**config.mk**
```make
export PLATFORM = sky130hd
export DESIGN_NAME = tsh_mulsh
export DESIGN_NICKNAME = d
export VERILOG_FILES = /design/src/rtl/core/tsh_pkg.sv /design/src/rtl/core/tsh_mulsh.sv
export SDC_FILE = /design/constraint.sdc
export NUM_CORES = 2
export LEC_CHECK = 0
export ABC_AREA = 1
export BUFFER_PORTS_ARGS = -buffer_cell sky130_fd_sc_hd__buf_4
export CORE_MARGIN = 2
export CORE_UTILIZATION = 45
export CTS_BUF_LIST = sky130_fd_sc_hd__clkbuf_8 sky130_fd_sc_hd__clkbuf_16
export DETAILED_ROUTE_END_ITERATION = 12
export GPL_TIMING_DRIVEN = 1
export HOLD_SLACK_MARGIN = 0.02
export PLACE_DENSITY = 0.61
export SKIP_LAST_GASP = 1
export SLEW_MARGIN = 20
export SYNTH_ARGS = -nofsm -noshare
export SYNTH_HDL_FRONTEND = slang
export SYNTH_SLANG_ARGS = --single-unit
```
**constraint.sdc**
```tcl
create_clock -name aclk -period 8 [get_ports aclk]
set_clock_uncertainty 0.1 [all_clocks]
set_input_delay 0 -clock aclk [delete_from_list [all_inputs] [get_ports aclk]]
set_output_delay 0 -clock aclk [all_outputs]
set_load 0.02 [all_outputs]
```
**src/rtl/core/tsh_pkg.sv**
```systemverilog
// ----------------------------------------------------------------------------
// tsh_pkg
// Shared types and constants for the thermistor Steinhart-Hart converter.
// ----------------------------------------------------------------------------
package tsh_pkg;

    typedef enum logic [1:0] {
        ST_OK   = 2'd0,
        ST_ZERO = 2'd1,
        ST_FULL = 2'd2,
        ST_SAT  = 2'd3
    } status_t;

    localparam int SAMPLE_W    = 10;
    localparam int TEMP_W      = 16;
    localparam int RS_W        = 24;
    localparam int COEF_W      = 48;
    localparam int CFG_ADDR_W  = 8;
    localparam int X_W         = 24;   // log operand width
    localparam int FRAC_LN     = 28;   // fraction bits of log values
    localparam int LN_W        = 33;   // unsigned ln in Q.28
    localparam int L_W         = 36;   // signed ln R
    localparam int L2_W        = 40;   // signed ln^2 R
    localparam int L3_W        = 45;   // signed ln^3 R
    localparam int BL_W        = 54;   // signed B*ln R
    localparam int D_W         = 64;   // signed denominator, Q.48
    localparam int RECIP_SHIFT = 52;   // 16 / D in Q.48 -> numerator 2^52

    localparam logic [29:0] LN2_Q30 = 30'd744261118;
    localparam logic [TEMP_W-1:0] TEMP_MAX = '1;

    localparam logic [CFG_ADDR_W-1:0] REG_RS     = 8'd0;
    localparam logic [CFG_ADDR_W-1:0] REG_COEF_A = 8'd1;
    localparam logic [CFG_ADDR_W-1:0] REG_COEF_B = 8'd2;
    localparam logic [CFG_ADDR_W-1:0] REG_COEF_C = 8'd3;

    localparam logic [RS_W-1:0]          RS_RESET     = 24'd100;
    localparam logic signed [COEF_W-1:0] COEF_A_RESET = 48'sd394064967395;
    localparam logic signed [COEF_W-1:0] COEF_B_RESET = 48'sd66709569480;
    localparam logic signed [COEF_W-1:0] COEF_C_RESET = 48'sd27866023;

endpackage

```
**src/rtl/core/tsh_mulsh.sv**
```systemverilog
// ----------------------------------------------------------------------------
// tsh_mulsh
// Pipelined signed multiply, product / 2^28 truncated toward zero.
// ----------------------------------------------------------------------------
module tsh_mulsh #(
    parameter int AW = 36,
    parameter int BW = 36,
    parameter int OW = 40,
    parameter int TW = 1
) (
    input  logic                  aclk,
    input  logic                  aresetn,
    input  logic                  en,
    input  logic                  in_valid,
    input  logic signed [AW-1:0]  in_a,
    input  logic signed [BW-1:0]  in_b,
    input  logic [TW-1:0]         in_tag,
    output logic                  out_valid,
    output logic signed [OW-1:0]  out_p,
    output logic [TW-1:0]         out_tag
);

    localparam int MW   = (AW > BW) ? AW : BW;
    localparam int HW   = (MW + 1) / 2;
    localparam int PW   = 2 * HW;
    localparam int MIDW = PW + 1;
    localparam int FW   = 4 * HW;
    localparam int NS   = 5;

    logic [NS-1:0]          v_reg;
    logic [TW-1:0]          tag_reg [NS];
    logic [NS-2:0]          neg_reg;
    logic [AW-1:0]          a_abs;
    logic [BW-1:0]          b_abs;
    logic [PW-1:0]          ma_reg, mb_reg;
    logic [PW-1:0]          p00_reg, p01_reg, p10_reg, p11_reg;
    logic [PW-1:0]          q00_reg, q11_reg;
    logic [MIDW-1:0]        mid_reg;
    logic [FW-1:0]          full;
    logic [OW-1:0]          mag_reg;
    logic signed [OW-1:0]   p_next, p_reg;

    always_comb begin
        a_abs  = in_a[AW-1] ? AW'(-in_a) : AW'(in_a);
        b_abs  = in_b[BW-1] ? BW'(-in_b) : BW'(in_b);
        full   = FW'(q00_reg) + (FW'(mid_reg) << HW) + (FW'(q11_reg) << PW);
        p_next = neg_reg[NS-2] ? -$signed(mag_reg) : $signed(mag_reg);
    end

    always_ff @(posedge aclk) begin
        if (!aresetn) begin
            v_reg <= '0;
        end else if (en) begin
            v_reg      <= {v_reg[NS-2:0], in_valid};
            tag_reg[0] <= in_tag;
            for (int i = 1; i < NS; i++) begin
                tag_reg[i] <= tag_reg[i-1];
            end
            neg_reg <= {neg_reg[NS-3:0], in_a[AW-1] ^ in_b[BW-1]};
            // magnitudes
            ma_reg  <= PW'(a_abs);
            mb_reg  <= PW'(b_abs);
            // partial products
            p00_reg <= PW'(ma_reg[HW-1:0]) * PW'(mb_reg[HW-1:0]);
            p01_reg <= PW'(ma_reg[HW-1:0]) * PW'(mb_reg[PW-1:HW]);
            p10_reg <= PW'(ma_reg[PW-1:HW]) * PW'(mb_reg[HW-1:0]);
            p11_reg <= PW'(ma_reg[PW-1:HW]) * PW'(mb_reg[PW-1:HW]);
            // cross terms
            q00_reg <= p00_reg;
            q11_reg <= p11_reg;
            mid_reg <= MIDW'(p01_reg) + MIDW'(p10_reg);
            // combine and scale
            mag_reg <= OW'(full >> tsh_pkg::FRAC_LN);
            p_reg   <= p_next;
        end
    end

    assign out_valid = v_reg[NS-1];
    assign out_tag   = tag_reg[NS-1];
    assign out_p     = p_reg;

endmodule

```
==> results.ini <==
[synthesis]
syn_nets=9982
yosys.area.top_type=fa_1
avgSynthCellArea_um2=7.732
synth_edf_count=370
synth_cells=8396
yosysSeqAreaShare=0.1727
synth.most_common_cell=nand2_1
synthDistinctLibCells=52
yosys-top-cells-area=fa_1 (31%), edfxtp_1 (17%), nand2_1 (14%)
synth-seq-cells=375
async_reset_ff_frac=0
syn_area_um2=64920
synth_common_cells=nand2_1 (2390), inv_1 (2279), fa_1 (1018), ha_1 (491), nor2_1 (455)
synth-main-ff-cell=edfxtp_1
synth_top_area_frac=0.3139
yosys_warnings=0

[layout]
drive_gt1_frac=0.04425
final-seq-area_um2=11210
multiInputGateArea_um2=43980
fin_nets=10090
area.growth.synth_to_final_pct=9.325
fillers=14070

[clock_network]
numCtsBuffers=46
htree_levels=2
post_cts_resized=0
clk_pin_slew_ns=0.06
clock-root-buffer=clkbuf_16
clock-sinks=375
cts_tree=done
clkLatencyLatePin_ns=0.63
cts_buffer_depth=3

[global_routing]
grt_max_degree=169
use_met1=0.3682
use_met2=0.4489
grt_pass1_wl_um=309300
antenna_found_initial=2
overflow=0
use_met3=0.04861
grt_pass1_vias=54940
globalRoute.busiestLayer=met2
grt.total_usage=0.2722

[route]
viasPerCell=5.019
initialDrtViolationCount=3477
num_vias=52440
antenna_left=0
wirelength_um=196500
drc_errors=0
detail_route.wl_per_cell_um=18.81
first_pass_iters=6

[sta]
grt_setup_unrepaired=no
tightest_slew_ns=1.215
timing.final.crit_share=0.8475
fmax_mhz=147.5
tns_ns=0
setup_violations=0
hold_viol=0
period_needed_ns=6.780
maxSlewViolCount=0
slew_headroom=0.1899

[placed_design]
gp_congestion=0.9482
dp_hpwl_um=160800
portBuffers=118

[floorplan]
die_h_um=383.8
die_x_um=383.8
ios=119
core.rowCount=139
start_util=0.4524
die-area_um2=147300
core_area_um2=143500

[worst_setup_path]
critPathKind=reg -> reg
reg2reg_slack_ns=1.22
crit_path_top_delay_cell=edfxtp_1
crit_top_cell=fa_1
cp_max_fo=18
path_cells=buf_4 > nand2_1 > fa_1 > fa_1 > fa_1 > inv_1 > fa_1 > fa_1 > inv_1 > fa_1 > inv_1 > ha_1 > nand2_1 > nor2_1 > nand4_1 > o21ai_2 > nand2_1 > nand3_1 > nand2_1
crit_required_ns=8.27
cp-start-kind=flip-flop
crit_family=adder cells
cp_num_buf_inv=4
crit_path_end_kind=flip-flop
arrival_ns=7.05
slowest_delay_ns=1.02

[status]
status=complete, no violations

[worst_hold_path]
min_path_type=in -> reg

[flow_run]
maxCapViolations=0

-- area by class of cell --
type | instances | area share
Sequential cell | 375 | 0.1580
Clock inverter | 39 | 0.006858
Multi-Input combinational cell | 5431 | 0.6197
Clock buffer | 46 | 0.01622
Inverter | 2288 | 0.1211
Antenna cell | 2 | 0.00007052
Tap cell | 1903 | 0.03355
Timing Repair Buffer | 364 | 0.04457
-- routing by layer --
layer	routed length, um	share of wire	up-vias
li1	-	-	24750
met1	85440	0.43	25650
met2	90380	0.46	1767
met3	14870	0.076	271
met4	5805	0.030	2
met5	13	0.000066	-
-- worst reg2reg max path, stage by stage, from the launching register on --
cell	delay [ns]
edfxtp_1	1.02
buf_4	0.36
nand2_1	0.10
fa_1	0.58
fa_1	0.45
fa_1	0.52
inv_1	0.05
fa_1	0.49
fa_1	0.55
inv_1	0.05
fa_1	0.53
inv_1	0.05
ha_1	0.38
nand2_1	0.13
nor2_1	0.35
nand4_1	0.17
o21ai_2	0.36
nand2_1	0.13
nand3_1	0.09
nand2_1	0.09
-- layout by cell type, fill, tap and decap left out, types with 6 or more instances in the layout --
master            n
o21ai_1          10
a21o_1           16
fa_1           1018
a21boi_0         13
inv_2             8
nor3_1           38
and3_1            9
o21ai_2           7
nor2_2           20
edfxtp_1        370
o21ai_0         133
inv_1          2285
xnor2_1          74
clkbuf_16        46
xor2_1          136
nand3b_1          9
o21bai_1         26
nand4_1          70
nor2_4            6
ha_1            491
nor4_1            6
nand2_2          18
nand2_1        2390
nor3_2            9
buf_4           210
a21oi_1         202
nand3_1         231
dlygate4sd3_1   147
nor2_1          455
o21a_1            8
bufinv_16         8
-- final timing paths --
path / startpoint / endpoint / depth (start not counted)
max: ma_reg[12] / p01_reg[27] / 19
min: in_a[0] / ma_reg[0] / 2
max reg2reg: ma_reg[12] / p01_reg[27] / 19
min reg2reg: p11_reg[19] / q11_reg[19] / 0
-- cell families after synthesis --
kind of cell	share of synthesized area
flip-flops	0.1727
XOR/XNOR	0.02833
buffers and inverters	0.1499
adder cells (fa/ha/maj)	0.4086
AND/OR/NAND/NOR	0.2031
AO/OA/AOI/OAI	0.03745
-- per-stage QoR --
stage	hold slack (ns)	setup WS, ns	cell area, um2	std cells	util
3_5_place_dp	0.08238	1.239	67830	10210	0.4727
3_3_place_gp	0.08301	1.177	67780	10210	0.4724
6_report	0.06358	1.220	70970	10450	0.4946
5_1_grt	0.04517	0.9561	70970	10450	0.4946
2_1_floorplan	-0.001131	0.06451	64920	8396	-
4_1_cts	0.02981	1.266	70940	10440	0.4944
-- repair_timing --
action,CTS,global route
hold buffers,147,0
endpoints found under the hold margin,79,0
setup buffers,0,0
Power is left out: the tool's default activity adds up to more than one toggle a clock period on the data nets, which glitch-free logic cannot reach.
