**config.mk**
```make
export PLATFORM = sky130hd
export DESIGN_NAME = tsh_recip
export DESIGN_NICKNAME = d
export VERILOG_FILES = /design/src/rtl/core/tsh_pkg.sv /design/src/rtl/core/tsh_recip.sv
export SDC_FILE = /design/constraint.sdc
export NUM_CORES = 2
export LEC_CHECK = 0
export BUFFER_PORTS_ARGS = -buffer_cell sky130_fd_sc_hd__buf_2
export CAP_MARGIN = 20
export CORE_ASPECT_RATIO = 1.2
export CORE_MARGIN = 2
export CORE_UTILIZATION = 35
export CTS_CLUSTER_DIAMETER = 40
export DETAILED_ROUTE_END_ITERATION = 12
export PLACE_DENSITY = 0.55
export SYNTH_ARGS = -nofsm -noshare
export SYNTH_HDL_FRONTEND = slang
export SYNTH_SLANG_ARGS = --single-unit
```
**constraint.sdc**
```tcl
create_clock -name aclk -period 52.6 [get_ports aclk]
set_input_delay 2.63 -clock aclk [delete_from_list [all_inputs] [get_ports aclk]]
set_output_delay 2.63 -clock aclk [all_outputs]
set_load 0.02 [all_outputs]
```
**src/rtl/core/tsh_pkg.sv**
```systemverilog
// ----------------------------------------------------------------------------
// tsh_pkg
// Shared types and constants for the thermistor Steinhart-Hart converter.
// ----------------------------------------------------------------------------
package tsh_pkg;

    typedef enum logic [1:0] {
        ST_OK   = 2'd0,
        ST_ZERO = 2'd1,
        ST_FULL = 2'd2,
        ST_SAT  = 2'd3
    } status_t;

    localparam int SAMPLE_W    = 10;
    localparam int TEMP_W      = 16;
    localparam int RS_W        = 24;
    localparam int COEF_W      = 48;
    localparam int CFG_ADDR_W  = 8;
    localparam int X_W         = 24;   // log operand width
    localparam int FRAC_LN     = 28;   // fraction bits of log values
    localparam int LN_W        = 33;   // unsigned ln in Q.28
    localparam int L_W         = 36;   // signed ln R
    localparam int L2_W        = 40;   // signed ln^2 R
    localparam int L3_W        = 45;   // signed ln^3 R
    localparam int BL_W        = 54;   // signed B*ln R
    localparam int D_W         = 64;   // signed denominator, Q.48
    localparam int RECIP_SHIFT = 52;   // 16 / D in Q.48 -> numerator 2^52

    localparam logic [29:0] LN2_Q30 = 30'd744261118;
    localparam logic [TEMP_W-1:0] TEMP_MAX = '1;

    localparam logic [CFG_ADDR_W-1:0] REG_RS     = 8'd0;
    localparam logic [CFG_ADDR_W-1:0] REG_COEF_A = 8'd1;
    localparam logic [CFG_ADDR_W-1:0] REG_COEF_B = 8'd2;
    localparam logic [CFG_ADDR_W-1:0] REG_COEF_C = 8'd3;

    localparam logic [RS_W-1:0]          RS_RESET     = 24'd100;
    localparam logic signed [COEF_W-1:0] COEF_A_RESET = 48'sd394064967395;
    localparam logic signed [COEF_W-1:0] COEF_B_RESET = 48'sd66709569480;
    localparam logic signed [COEF_W-1:0] COEF_C_RESET = 48'sd27866023;

endpackage

```
**src/rtl/core/tsh_recip.sv**
```systemverilog
// ----------------------------------------------------------------------------
// tsh_recip
// Denominator sum, range checks and 16-stage restoring divide of 2^52 by D.
// ----------------------------------------------------------------------------
module tsh_recip (
    input  logic                                  aclk,
    input  logic                                  aresetn,
    input  logic                                  en,
    input  logic                                  in_valid,
    input  tsh_pkg::status_t                      in_status,
    input  logic signed [tsh_pkg::COEF_W-1:0]     coef_a,
    input  logic signed [tsh_pkg::BL_W-1:0]       in_bl,
    input  logic signed [tsh_pkg::D_W-1:0]        in_cl3,
    output logic                                  out_valid,
    output logic [tsh_pkg::TEMP_W-1:0]            out_temp,
    output tsh_pkg::status_t                      out_status
);

    localparam int QW = tsh_pkg::TEMP_W;
    localparam int DW = tsh_pkg::D_W;
    localparam int RW = DW - 1;
    localparam int SW = RW + QW;

    logic signed [DW-1:0]   d_reg;
    logic                   d_v_reg;
    tsh_pkg::status_t       d_s_reg;

    logic                   d_pos;
    logic [RW-1:0]          num;
    logic                   ovf;
    tsh_pkg::status_t       pre_status;

    logic [RW-1:0]          rem_reg  [QW+1];
    logic [RW-1:0]          rem_next [QW+1];
    logic [RW-1:0]          dv_reg   [QW+1];
    logic [QW-1:0]          q_reg    [QW+1];
    logic [QW-1:0]          q_next   [QW+1];
    logic [SW-1:0]          sh       [QW];
    logic [QW-1:0]          ge;
    logic [QW:0]            v_reg;
    tsh_pkg::status_t       s_reg    [QW+1];

    logic [QW-1:0]          temp_next, temp_reg;
    logic                   o_v_reg;
    tsh_pkg::status_t       o_s_reg;

    always_comb begin
        d_pos = !d_reg[DW-1] && (d_reg != '0);
        num   = (RW'(1) << tsh_pkg::RECIP_SHIFT) + RW'(d_reg[RW-1:0] >> 1);
        ovf   = {QW'(0), num} >= {d_reg[RW-1:0], QW'(0)};
        pre_status = d_s_reg;
        if (d_s_reg == tsh_pkg::ST_OK && (!d_pos || ovf)) begin
            pre_status = tsh_pkg::ST_SAT;
        end
        rem_next[0] = num;
        q_next[0]   = '0;
        for (int j = 1; j <= QW; j++) begin
            sh[j-1] = SW'(dv_reg[j-1]) << (QW - j);
            ge[j-1] = SW'(rem_reg[j-1]) >= sh[j-1];
            if (ge[j-1]) begin
                rem_next[j] = RW'(SW'(rem_reg[j-1]) - sh[j-1]);
            end else begin
                rem_next[j] = rem_reg[j-1];
            end
            q_next[j] = {q_reg[j-1][QW-2:0], ge[j-1]};
        end
        unique case (s_reg[QW])
            tsh_pkg::ST_OK:  temp_next = q_reg[QW];
            tsh_pkg::ST_SAT: temp_next = tsh_pkg::TEMP_MAX;
            default:         temp_next = '0;
        endcase
    end

    always_ff @(posedge aclk) begin
        if (!aresetn) begin
            d_v_reg <= 1'b0;
            v_reg   <= '0;
            o_v_reg <= 1'b0;
        end else if (en) begin
            d_v_reg  <= in_valid;
            d_reg    <= DW'(coef_a) + DW'(in_bl) + in_cl3;
            d_s_reg  <= in_status;
            v_reg    <= {v_reg[QW-1:0], d_v_reg};
            s_reg[0] <= pre_status;
            dv_reg[0] <= d_reg[RW-1:0];
            for (int j = 0; j <= QW; j++) begin
                rem_reg[j] <= rem_next[j];
                q_reg[j]   <= q_next[j];
                if (j > 0) begin
                    dv_reg[j] <= dv_reg[j-1];
                    s_reg[j]  <= s_reg[j-1];
                end
            end
            o_v_reg  <= v_reg[QW];
            o_s_reg  <= s_reg[QW];
            temp_reg <= temp_next;
        end
    end

    assign out_valid  = o_v_reg;
    assign out_temp   = temp_reg;
    assign out_status = o_s_reg;

endmodule

```
==> metrics.md <==
| Metric | Value |
|---|---|
| CTS tree | `yes` |
| Synth area leader | `edfxtp_1` |
| Synth Register Bits | `2,117` |
| Status | `finished clean` |
| Hold_ws | `0.378 ns` |
| Hold path cells | `0` |
| CTS Root Cell | `clkbuf_16` |
| Share of the synthesized area in the top cell type | `48.8%` |
| Crit end category | `flip-flop` |
| Synthesized area | `129,000 um^2` |
| I/O Buffers | `190` |
| Worst setup path start | `en` |
| Layout area overhead | `13.3%` |
| Mapped Cells | `12.2k` |
| First-pass DRT Iterations | `8` |
| Via-per-instance ratio | `5.03` |
| Pint | `3520 uW` |
| Synth top area cells | `edfxtp_1 (49%), ha_1 (9.7%), o21ai_0 (3.9%)` |
| CTS Buf Count | `329` |
| Core ar. | `368,000 um^2` |
| WS Path Type | `in2reg` |
| Post-synth EDFFs | `2,098` |
| Post-route ant nets | `0` |
| # Max-Cap Violations | `0` |
| Setup ws final | `45.32 ns` |
| Via count | `88.5k` |
| Clock Sinks | `2,117` |
| Seq pwr share | `41.9%` |
| Final Wtd Congestion | `0.937` |
| DRC viols | `0` |
| Die Area | `374,000 um^2` |
| Initial antenna violation count | `4` |
| Row cnt | `244` |
| Ys Warns | `0` |
| Worst flop-to-flop path startpoint | `dv_reg[0][631]` |
| Hold Violations, Final | `0` |
| Overflow after GRT | `0` |
| Net switching power | `1270 uW` |
| RSZ-0062 raised after global routing | `false` |
| Total leakage power | `0.0599 uW` |
| Share of power burned in the clock network | `44.4%` |
| R2R setup slack | `46.60 ns` |
| Finished Cell Area | `146,000 um^2` |
| Iter 0 DRT Violations | `4,547` |
| Fmax | `0.137 GHz` |
| Main synth FF type | `edfxtp_1` |
| Gate power share | `13.7%` |
| DR WL/cell | `17.8 um` |
| Fin crit period | `7.28 ns` |
| Commonest cells post-synth | `edfxtp_1 (2,098), inv_1 (1,145), nand2_1 (1,083), o21ai_0 (1,010), ha_1 (1,002)` |
| Die Y | `669 um` |
| Crit start category | `input pin` |
| Highest net fanout along the worst path | `71` |
| Sequential share of the synthesized area | `49.1%` |
| Nets | `13.6k` |
| Clock transition at the registers of the reported paths | `0.06 ns` |
| Largest net degree at the start of global routing | `180` |
| Final Util | `39.8%` |
| Relative slew slack | `24.9%` |
| Data arrival, critical path | `7.80 ns` |
| CTS Hold Bufs | `0` |
| Setup tns final | `0 ns` |
| VDD IR max | `0.0237 mV` |
| I/O pins | `191` |
| Clock Skew | `0.0905 ns` |
| Tcrit/Tclk final | `13.8%` |
| FFs w/ async S/R, synth | `0%` |
| R2R Path End | `rem_reg[0][717]` |
| Clock buffer depth | `4` |
| Vias in the first global route | `91.1k` |
| Worst-Margin Slew | `1.10 ns` |
| R2R depth | `15` |
| Most common cell in the synthesized netlist | `edfxtp_1` |
| Placed Area | `135,000 um^2` |
| First-pass GRT wire length | `490 mm` |
| Syn Area/Cell | `10.6 um^2` |
| Placement Setup Slack | `44.19 ns` |
| Min-delay src | `q_reg[0][67]` |
| Total wire length | `313 mm` |
| Worst Hold Class | `reg2reg` |
| Synth unique cells | `94` |
| Power Dens Cells | `32.7 nW/um^2` |
| Hold EP | `q_reg[0][84]` |
| Fin. max-slew vios | `0` |
| Hpwl dp | `248 mm` |
| Die Wd | `559 um` |
| Switching power share of the total | `26.5%` |
| Share of post-route cells with drive strength above 1 | `9.03%` |
| Clock Latency Late Sink | `0.93 ns` |
| H-Tree Depth | `5` |
| Syn_nets | `13.4k` |
| Tot GR Track Use | `16.4%` |
| Post-CTS sizing | `0` |
| Max reg flops | `1,008` |
| Setup violations, final | `0` |
| Worst EP required | `53.12 ns` |
| Initial Util | `35.1%` |
| Setup bufs post-CTS | `0` |
[layout by cell type, fill, tap and decap left out, types with 53 or more instances in the layout]
cell and instances:
a21oi_1 978, nand4_1 235, nor2b_1 139, buf_4 77, ha_1 1002, a21o_1 572, a31oi_1 96, nand3_1 193
a211oi_1 74, mux2_2 232, nand2_1 1083, nand2b_1 139, buf_2 190, and3_1 104, inv_1 1145, fa_1 79
nor2_1 509, nor4_1 99, xnor2_1 468, o21ai_0 1009, clkbuf_16 332, nor3_1 126, inv_6 53, xor2_1 353
o21a_1 102, o31ai_1 65, edfxtp_1 2098, o21bai_1 118, mux2_1 54
[power groups by stage]
stage	logic, uW	registers, uW	clock network, uW
floorplan	497	2090	0
global placement	651	2040	0
detailed placement	652	2040	0
CTS	656	2010	2180
global route	733	2010	2260
finish	654	2010	2120
[cell families after synthesis]
group	count (synthesis)	synth area share, %
compound gates	3440	16.4
simple gates	2856	10.6
flops	2117	49.1
buf+inv	1556	4.61
fa+ha+maj	1081	10.9
xor+xnor	821	5.57
mux	321	2.76
[worst max-delay path: stages]
cell    delay (ns)
buf_2         0.43
and2_4        0.69
buf_4         0.76
buf_4         0.77
buf_4         0.81
buf_4         0.74
buf_4         0.74
[per-layer routing]
layer,GRT usage (%),part of all wire [%]
met1,16.5,37
met4,10.6,7.2
met5,0,0
met3,2.02,2.9
met2,31.4,53
[worst max-delay path by stage]
stage	end	slack, ns	cells after the start
2_1_floorplan	d_reg[0]	23.44	2
3_3_place_gp	dv_reg[0][928]	44.27	7
3_5_place_dp	dv_reg[0][928]	44.19	7
4_1_cts	dv_reg[0][854]	45.18	7
5_1_grt	dv_reg[0][854]	44.81	7
6_report	dv_reg[0][854]	45.32	7
[per-stage QoR]
| stage | power [uW] | instances |
|---|---|---|
| 5_1_grt | 5000 | 17577 |
| 3_5_place_dp | 2690 | 16971 |
| 2_1_floorplan | 2590 | 12192 |
| 6_report | 4780 | 17577 |
| 3_3_place_gp | 2690 | 16969 |
| 4_1_cts | 4840 | 17576 |
[cell type report]
type                    instances  area, um^2
flip-flops and latches       2117       63400
clock inverters               245        2560
diodes                          1        2.50
well taps                    4920        6160
multi-input cells            8519       60000
repair buffers                269        1570
inverters                    1146        4300
fillers                     35910      221000
clock buffers                 360        8410
Note: power is estimated with default switching activity, not from simulation.
